## src/rtl/crc16ws_pkg.sv

```systemverilog
// ----------------------------------------------------------------------------
// crc16ws_pkg: shared constants and CRC byte lookup
// Holds the polynomial, field widths and the byte-swapped table function.
// ----------------------------------------------------------------------------
package crc16ws_pkg;

  localparam int unsigned DATA_W     = 24;
  localparam int unsigned CRC_W      = 16;
  localparam int unsigned BYTE_W     = 8;
  localparam int unsigned MASK_WORDS_DEFAULT = 16;

  localparam logic [CRC_W-1:0]  CRC_POLY  = 16'h1021;
  localparam logic [CRC_W-1:0]  CRC_MSB   = 16'h8000;
  localparam logic [BYTE_W-1:0] FIRST_BYTE_MASK = 8'd253;

  // Byte-swapped MSB-first CRC of one byte with a zero register.
  function automatic logic [CRC_W-1:0] swapped_entry(input logic [BYTE_W-1:0] idx);
    logic [CRC_W-1:0] v;
    v = {idx, {BYTE_W{1'b0}}};
    for (int k = 0; k < BYTE_W; k++) begin
      if ((v & CRC_MSB) != '0) begin
        v = {v[CRC_W-2:0], 1'b0} ^ CRC_POLY;
      end else begin
        v = {v[CRC_W-2:0], 1'b0};
      end
    end
    return {v[BYTE_W-1:0], v[CRC_W-1:BYTE_W]};
  endfunction

  // Fold one byte into a byte-swapped register.
  function automatic logic [CRC_W-1:0] fold_byte(input logic [CRC_W-1:0] crc,
                                                 input logic [BYTE_W-1:0] data);
    logic [BYTE_W-1:0] idx;
    idx = crc[BYTE_W-1:0] ^ data;
    return swapped_entry(idx) ^ {{BYTE_W{1'b0}}, crc[CRC_W-1:BYTE_W]};
  endfunction

endpackage

```

## src/rtl/crc16ws_fold.sv

```systemverilog
// ----------------------------------------------------------------------------
// crc16ws_fold: one-word CRC update
// Applies restart and the masking window, then folds three bytes, low first.
// ----------------------------------------------------------------------------
module crc16ws_fold #(
  parameter int unsigned MASKED_WORDS = crc16ws_pkg::MASK_WORDS_DEFAULT,
  parameter int unsigned CNT_W = 5
) (
  input  logic [crc16ws_pkg::CRC_W-1:0]  crc_in,
  input  logic [CNT_W-1:0]               count_in,
  input  logic [crc16ws_pkg::DATA_W-1:0] data_word,
  input  logic                           restart,
  output logic [crc16ws_pkg::CRC_W-1:0]  crc_out,
  output logic [CNT_W-1:0]               count_out
);
  import crc16ws_pkg::*;

  localparam logic [CNT_W-1:0] LIMIT = CNT_W'(MASKED_WORDS);

  logic [CRC_W-1:0]  crc_base;
  logic [CNT_W-1:0]  count_base;
  logic              masked;
  logic [BYTE_W-1:0] byte0;
  logic [CRC_W-1:0]  crc_a;
  logic [CRC_W-1:0]  crc_b;

  always_comb begin
    // Clear state first on restart.
    crc_base   = restart ? '0 : crc_in;
    count_base = restart ? '0 : count_in;
    masked     = (count_base < LIMIT);
    byte0      = data_word[BYTE_W-1:0];
    if (masked) begin
      byte0 = byte0 & FIRST_BYTE_MASK;
    end
    crc_a   = fold_byte(crc_base, byte0);
    crc_b   = fold_byte(crc_a, data_word[2*BYTE_W-1:BYTE_W]);
    crc_out = fold_byte(crc_b, data_word[3*BYTE_W-1:2*BYTE_W]);
    // Saturate at the window length.
    count_out = masked ? count_base + CNT_W'(1) : count_base;
  end

endmodule

```

## src/rtl/crc16_word_stream_core.sv

```systemverilog
// ----------------------------------------------------------------------------
// crc16_word_stream_core: CRC-16 (0x1021) over a stream of 24-bit words
// Folds three bytes per word and returns the byte-swapped complemented CRC.
// ----------------------------------------------------------------------------
//
//  channel | signals                            | carries
//  --------+------------------------------------+---------------------------
//  input   | in_valid in_ready data_word restart| one word request per item
//  output  | out_valid out_ready check_word     | one check word per item
//
//  One word is taken every cycle while the output is not stalled; a result
//  passes the input register, then the result register, before it is offered,
//  and can leave at the next edge.
//  The rate is set by the combinational fold between the two registers.
//  Reset clears the CRC, the word count and both valid flags.
//  A stalled output holds its result; the input register still takes a new
//  request while the result is waiting, then stalls until the result leaves.
//
module crc16_word_stream_core #(
  parameter int unsigned MASKED_WORDS = crc16ws_pkg::MASK_WORDS_DEFAULT
) (
  input  logic                           clk,
  input  logic                           rst,
  input  logic                           in_valid,
  output logic                           in_ready,
  input  logic [crc16ws_pkg::DATA_W-1:0] data_word,
  input  logic                           restart,
  output logic                           out_valid,
  input  logic                           out_ready,
  output logic [crc16ws_pkg::CRC_W-1:0]  check_word
);
  import crc16ws_pkg::*;

  // Counter wide enough to hold the window length itself.
  localparam int unsigned CNT_W = (MASKED_WORDS > 0) ? $clog2(MASKED_WORDS + 1) : 1;

  // Input register
  logic              s1_valid;
  logic [DATA_W-1:0] s1_data;
  logic              s1_restart;

  // Running state
  logic [CRC_W-1:0]  crc_register;
  logic [CNT_W-1:0]  words_seen;
  logic [CRC_W-1:0]  crc_register_next;
  logic [CNT_W-1:0]  words_seen_next;

  logic advance;

  // Move the held request into the result register when it is free or
  // being emptied this cycle.
  assign advance  = s1_valid && (!out_valid || out_ready);
  assign in_ready = !s1_valid || advance;

  crc16ws_fold #(
    .MASKED_WORDS (MASKED_WORDS),
    .CNT_W        (CNT_W)
  ) u_fold (
    .crc_in    (crc_register),
    .count_in  (words_seen),
    .data_word (s1_data),
    .restart   (s1_restart),
    .crc_out   (crc_register_next),
    .count_out (words_seen_next)
  );

  // Capture requests; payload needs no reset.
  always_ff @(posedge clk) begin
    if (rst) begin
      s1_valid <= 1'b0;
    end else if (in_ready) begin
      s1_valid <= in_valid;
    end
    if (in_valid && in_ready) begin
      s1_data    <= data_word;
      s1_restart <= restart;
    end
  end

  // Advance the CRC state and load the result in the same edge.
  always_ff @(posedge clk) begin
    if (rst) begin
      crc_register <= '0;
      words_seen   <= '0;
      out_valid    <= 1'b0;
    end else begin
      if (advance) begin
        crc_register <= crc_register_next;
        words_seen   <= words_seen_next;
        out_valid    <= 1'b1;
      end else if (out_ready) begin
        out_valid <= 1'b0;
      end
    end
    if (advance) begin
      // Store the complement with its bytes swapped.
      check_word <= ~{crc_register_next[BYTE_W-1:0], crc_register_next[CRC_W-1:BYTE_W]};
    end
  end

`ifndef SYNTHESIS
  a_count_bound: assert property (@(posedge clk) disable iff (rst)
    words_seen <= CNT_W'(MASKED_WORDS))
    else $error("word count past masking window");

  a_advance_shows: assert property (@(posedge clk) disable iff (rst)
    advance |=> out_valid)
    else $error("result lost after advance");

  a_crc_hold: assert property (@(posedge clk) disable iff (rst)
    !advance |=> $stable(crc_register) && $stable(words_seen))
    else $error("CRC state moved without a request");

  a_empty_ready: assert property (@(posedge clk) disable iff (rst)
    !s1_valid |-> in_ready)
    else $error("empty input register not ready");

  a_result_matches: assert property (@(posedge clk) disable iff (rst)
    advance |=> check_word == ~{crc_register[BYTE_W-1:0], crc_register[CRC_W-1:BYTE_W]})
    else $error("check word does not match CRC state");
`endif

endmodule
```

## config.mk

```make
export PLATFORM = sky130hd
export DESIGN_NAME = crc16_word_stream_core
export DESIGN_NICKNAME = d
export VERILOG_FILES = /design/src/rtl/crc16ws_pkg.sv /design/src/rtl/crc16ws_fold.sv /design/src/rtl/crc16_word_stream_core.sv
export SDC_FILE = /design/constraint.sdc
export NUM_CORES = 1
export LEC_CHECK = 0
export BUFFER_PORTS_ARGS = -buffer_cell sky130_fd_sc_hd__buf_2
export CORE_ASPECT_RATIO = 1.75
export CORE_UTILIZATION = 45
export CTS_CLUSTER_DIAMETER = 120
export CTS_CLUSTER_SIZE = 16
export DETAILED_ROUTE_END_ITERATION = 10
export GPL_TIMING_DRIVEN = 0
export PLACE_DENSITY_LB_ADDON = 0.3
export SLEW_MARGIN = 20
export SYNTH_ARGS = -nofsm -noshare
export SYNTH_HDL_FRONTEND = slang
export SYNTH_HIERARCHICAL = 1
export SYNTH_SLANG_ARGS = --single-unit
```

## constraint.sdc

```tcl
create_clock -name clk -period 6.3 [get_ports clk]
set_input_delay 0.315 -clock clk [delete_from_list [all_inputs] [get_ports clk]]
set_output_delay 0.315 -clock clk [all_outputs]
set_load 0.01 [all_outputs]
```

# Word level (Yosys, flattened, before mapping)
# Index checks and enable logic that the tools add are counted.
# W data, S select, Z words.
# totals
register_bits,64
output_inout_bits,18
word_cells,77
# classes
addsub,1
magnitude_cmp,1
mux,30
n_bitwise,31
reduce_logical,7
# op_table
operator,n
$mux W13,24
$not A3 Y3,24
$xor A16 B8 Y16,3
$xor A8 B8 Y8,3
$mux W16,1
$not A16 Y16,1
$mux W5,2
$add A5 B1 Y5 const B,1
$lt A5 B5 Y1 const B,1
$logic_and A1 B1 Y1,2
$logic_not A1 Y1,2
$logic_or A1 B1 Y1,2
$mux W1,2
$mux W2,1
$reduce_bool A2 Y1,1

# Depth between registers and ports, before layout
# depth
depth_word,58
mapped_depth,9
depth_no_buf,8

# Modules after synthesis
# Netlist, hierarchy kept.
# by_module_without_submodules
module,instances,cells_per_inst,area_per_inst_um2,seq_area_each_um2
crc16_word_stream_core,1,158,2338.5,1691.6
crc16ws_fold,1,119,1051.0,0.0

# Least setup slack after synthesis
# No wires, ideal clock.
# synth_timing
path_kind,register to register
from,register s1_data[4]
to,"register check_word[5] (netlist name), data pin"
setup_ns,0.257
arrival_ns,2.200
slack_ns,3.843
path_stages_with_launch,7
path_buffers,0
period_less_slack_ns,2.457
cell_sequence,edfxtp_1 > xor2_2 > xnor3_2 > xnor3_2 > xor3_2 > xnor2_1 > inv_1
# synth_between
elab_chain_len,24
word_cells_on_any_way,29
cone_classes,mux (19); bitwise (10)
# synth_rtl
element,line,rtl
"start, declared",crc16_word_stream_core.sv:39,logic [DATA_W-1:0] s1_data;
"start signal, assigned",crc16_word_stream_core.sv:75,s1_data <= data_word;
$xor A8 B8 Y8 (*),crc16ws_pkg.sv:34,idx = crc[BYTE_W-1:0] ^ data;
$mux W13 (*),crc16ws_pkg.sv:21,if ((v & CRC_MSB) != '0) begin
$mux W13 (3 in a row),crc16ws_pkg.sv:21,
$mux W13 (*),crc16ws_pkg.sv:21,
$xor A16 B8 Y16 (*),crc16ws_pkg.sv:35,"return swapped_entry(idx) ^ {{BYTE_W{1'b0}}, crc[CRC_W-1:BYTE_W]};"
$xor A8 B8 Y8,crc16ws_pkg.sv:34,
$mux W13 (2 in a row),crc16ws_pkg.sv:21,
$not A3 Y3 (no line),--,
(+4 left out),--,
$mux W13,crc16ws_pkg.sv:21,
$mux W13 (*),crc16ws_pkg.sv:21,
$mux W13 (3 in a row),crc16ws_pkg.sv:21,
$not A3 Y3 (no line),--,
$mux W13 (*),crc16ws_pkg.sv:21,
$xor A16 B8 Y16 (*),crc16ws_pkg.sv:35,
via crc_register_next[13],crc16_word_stream_core.sv:45,logic [CRC_W-1:0] crc_register_next;
$not A16 Y16 (*),crc16_word_stream_core.sv:97,"check_word <= ~{crc_register_next[BYTE_W-1:0], crc_register_next[CRC_W-1:BYTE_W]};"
"end signal, assigned",crc16_word_stream_core.sv:97,
"end, declared",crc16_word_stream_core.sv:30,output logic [crc16ws_pkg::CRC_W-1:0] check_word
# Mark *: on every way through the listed nets, which the timed path passes. The rest lies on a longest branch.
# A chain may end at the register's enable or synchronous reset.

# Final worst setup path
# layout_timing
from,register s1_restart
to,register crc_register[2]
# layout_between
elab_chain_len,23
word_cells_on_any_way,36
cone_classes,order compare (1); mux (23); bitwise (12)
# layout_rtl
element,line,rtl
"start, declared",crc16_word_stream_core.sv:40,logic s1_restart;
"start signal, assigned",crc16_word_stream_core.sv:76,s1_restart <= restart;
branches (longest 7 deep; another with $lt A5 B5 Y1),--,
$xor A16 B8 Y16 (*),crc16ws_pkg.sv:35,
$xor A8 B8 Y8,crc16ws_pkg.sv:34,
$mux W13 (2 in a row),crc16ws_pkg.sv:21,
$not A3 Y3 (no line),--,
$mux W13 (2 in a row),crc16ws_pkg.sv:21,
$xor A16 B8 Y16 (*),crc16ws_pkg.sv:35,
$xor A8 B8 Y8,crc16ws_pkg.sv:34,
$mux W13 (6 in a row),crc16ws_pkg.sv:21,
$xor A16 B8 Y16 (*),crc16ws_pkg.sv:35,
via crc_register_next[2],crc16_word_stream_core.sv:45,
"end signal, assigned",crc16_word_stream_core.sv:88,crc_register <= crc_register_next;
"end, declared",crc16_word_stream_core.sv:43,logic [CRC_W-1:0] crc_register;
# Mark *: on every way through the listed nets, which the timed path passes.

==> impl_metrics.json <==
{
  "run_status": "finished, final reports clean",
  "drv_slew": 0,
  "hold_end": "s1_data[11]",
  "rsz0062_at_grt": "no",
  "synth_edf_count": 41,
  "seq_area_um2": 1690,
  "crit_fanout": 10,
  "yosysMostFrequentCell": "xnor2_1",
  "drive_gt1_frac": 0.209,
  "die_height_um": 117,
  "r2r-end": "crc_register[2]",
  "synthDistinctLibCells": 29,
  "start_util": 0.469,
  "yosysTopAreaCell": "edfxtp_1",
  "gp_congestion": 0.857,
  "final_antenna_net_count": 0,
  "routedWlPerCell_um": 13.0,
  "power.leakage_uw": 0.00154,
  "antenna_found_initial": 0,
  "setup_viol": 0,
  "syn-num-nets": 307,
  "fillers": 625,
  "synthCells": 277,
  "ys_async_sr_fraction": 0,
  "peakVddDrop_mv": 0.319,
  "r2r-start": "s1_restart",
  "hold_violations": 0,
  "worst_pin_slew_ns": 0.721,
  "critPathKind": "reg -> reg",
  "crit_arrival_ns": 2.93,
  "layout_min_cycle_time_ns": 2.68,
  "fin_crit_sh": 0.426,
  "core-area_um2": 7230,
  "clkLatencyLatePin_ns": 0.33,
  "track_usage": 0.163,
  "netlist.area_leader.share": 0.363,
  "setup_tns_ns": 0,
  "ys_seq_elements": 64,
  "numPortBuffers": 46,
  "vias": 1929,
  "dieArea_um2": 7900,
  "gr-total-overflow": 0,
  "ctsLongestPathBuffers": 2,
  "whs_path_depth": 1,
  "die_width_um": 67.6,
  "diodes": 0,
  "worstRegToRegCells": 9,
  "post-cts-setup-buffers": 0,
  "yosysSeqAreaShare": 0.499,
  "syn_to_final_growth_pct": 18.1,
  "rows": 41,
  "grt_pass1_vias": 1859,
  "clockRootBuffer": "clkbuf_16",
  "htreeDepth": 3,
  "ys.flop_type": "edfxtp_1",
  "post-dp-hpwl_mm": 4.23,
  "synth_area_leaders": "edfxtp_1, xnor2_1, dfxtp_1",
  "skew_ns": 0.00493,
  "maxCapViolCount": 0,
  "multi_input_area_um2": 1570,
  "fin_util": 0.553,
  "startpoint_type": "register",
  "drtIter0Drc": 64,
  "synth.avg_cell_area_um2": 12.2,
  "crit_required_ns": 6.55,
  "io_pins": 47,
  "hold_path_class": "in -> reg",
  "rrSetupSlack_ns": 3.62,
  "ys_top_cells_by_count": "xnor2_1, nand2b_1, edfxtp_1, dfxtp_1, mux2i_1",
  "crit_path_end_kind": "register",
  "slew_headroom": 0.518,
  "wirelength_mm": 5.53,
  "cts_tree": "done",
  "firstDrtPassIters": 4,
  "fmax_ghz": 0.373,
  "drc": 0,
  "grt_pass1_wl_mm": 8.80,
  "yosysWarnings": 6,
  "cellPowerDensity_nw_per_um2": 587,
  "nNetsFinal": 364,
  "cts_made_buffers": 9,
  "cts_resized": 0,
  "min_from": "data_word[11]",
  "synthesis.area_um2": 3390,
  "postCtsHoldBufs": 0,
  "via_per_inst": 4.54,
  "cts.sinks": 64,
  "cts.clk_slew.worst_paths_ns": 0.05,
  "grt_max_degree": 26
}
[power breakdown]
part	leakage (uW)	switching, uW	internal (uW)
Sequential	0.000582	56.7	647
Combinational	0.000832	631	580
Clock	0.000128	158	276
[layout by cell type, fill, tap and decap left out, drive strengths merged]
master  instances
inv            17
buf            50
nand2b         47
o21ai           1
mux2            1
nand2           3
dfxtp          23
ha              1
xnor3           6
clkbuf         20
xor2           17
nor2b           9
nand4b          1
a31oi           1
mux2i          21
nand3b          1
edfxtp         41
clkinv          1
nor2           14
xnor2          61
xor3            1
a21oi           2
[critical path, cell delays in order (launching register included)]
cell	delay, ns
edfxtp_1	0.44
buf_2	0.27
clkbuf_1	0.35
nor2_1	0.13
xnor2_1	0.41
xnor3_1	0.34
xnor2_1	0.16
xnor2_1	0.24
nand2b_1	0.10
mux2i_1	0.17
[per-layer routing]
layer	track usage	vias up	part of all wire
met2	0.282	40	0.54
met5	0	-	0
met4	0.0894	0	0.025
met1	0.166	871	0.40
met3	0.0581	13	0.037
li1	-	1005	-
[registers in the layout, summed over array words and instances, names as in the netlist]
name	cells
s1_restart	1
crc_register	16
words_seen	5
check_word	16
out_valid	1
s1_data	24
s1_valid	1
[per-stage QoR]
stage / setup WS [ns] / area, um2 / hold slack (ns) / cells / power [uW]
2_1_floorplan: 3.84 / 3390 / 0.414 / 277 / 1680
3_3_place_gp: 3.64 / 3730 / 0.457 / 409 / 1920
3_5_place_dp: 3.60 / 3740 / 0.471 / 409 / 1940
4_1_cts: 3.58 / 4000 / 0.148 / 425 / 2380
5_1_grt: 3.41 / 4000 / 0.146 / 425 / 2520
6_report: 3.62 / 4000 / 0.159 / 425 / 2350
[worst max-delay path by stage]
stage               cells past startpoint         endpoint        from
floorplan                               6    check_word[5]  s1_data[4]
global placement                        7    check_word[5]  s1_restart
detailed placement                      7    check_word[5]  s1_restart
CTS                                     9  crc_register[2]  s1_restart
global route                            9  crc_register[2]  s1_restart
finish                                  9  crc_register[2]  s1_restart
[final cells by class]
class | instances | area share
buffer | 9 | 0.0188
clock buffer | 15 | 0.0644
clock inverter | 1 | 0.00125
inverter | 17 | 0.0159
multi-input combinational | 187 | 0.392
sequential | 64 | 0.423
tap | 86 | 0.0269
timing repair buffer | 46 | 0.0575
[cell families after synthesis]
kind of cell | count (synthesis) | share of synthesized area
muxes | 22 | 0.0653
AOI/OAI and AO/OA | 4 | 0.00628
adders and majority gates | 1 | 0.00369
and+or+nand+nor | 75 | 0.131
xor gates and xnor gates | 85 | 0.254
DFF | 64 | 0.499
buffers and inverters | 26 | 0.0410
Power figures use the tool's default switching activity.
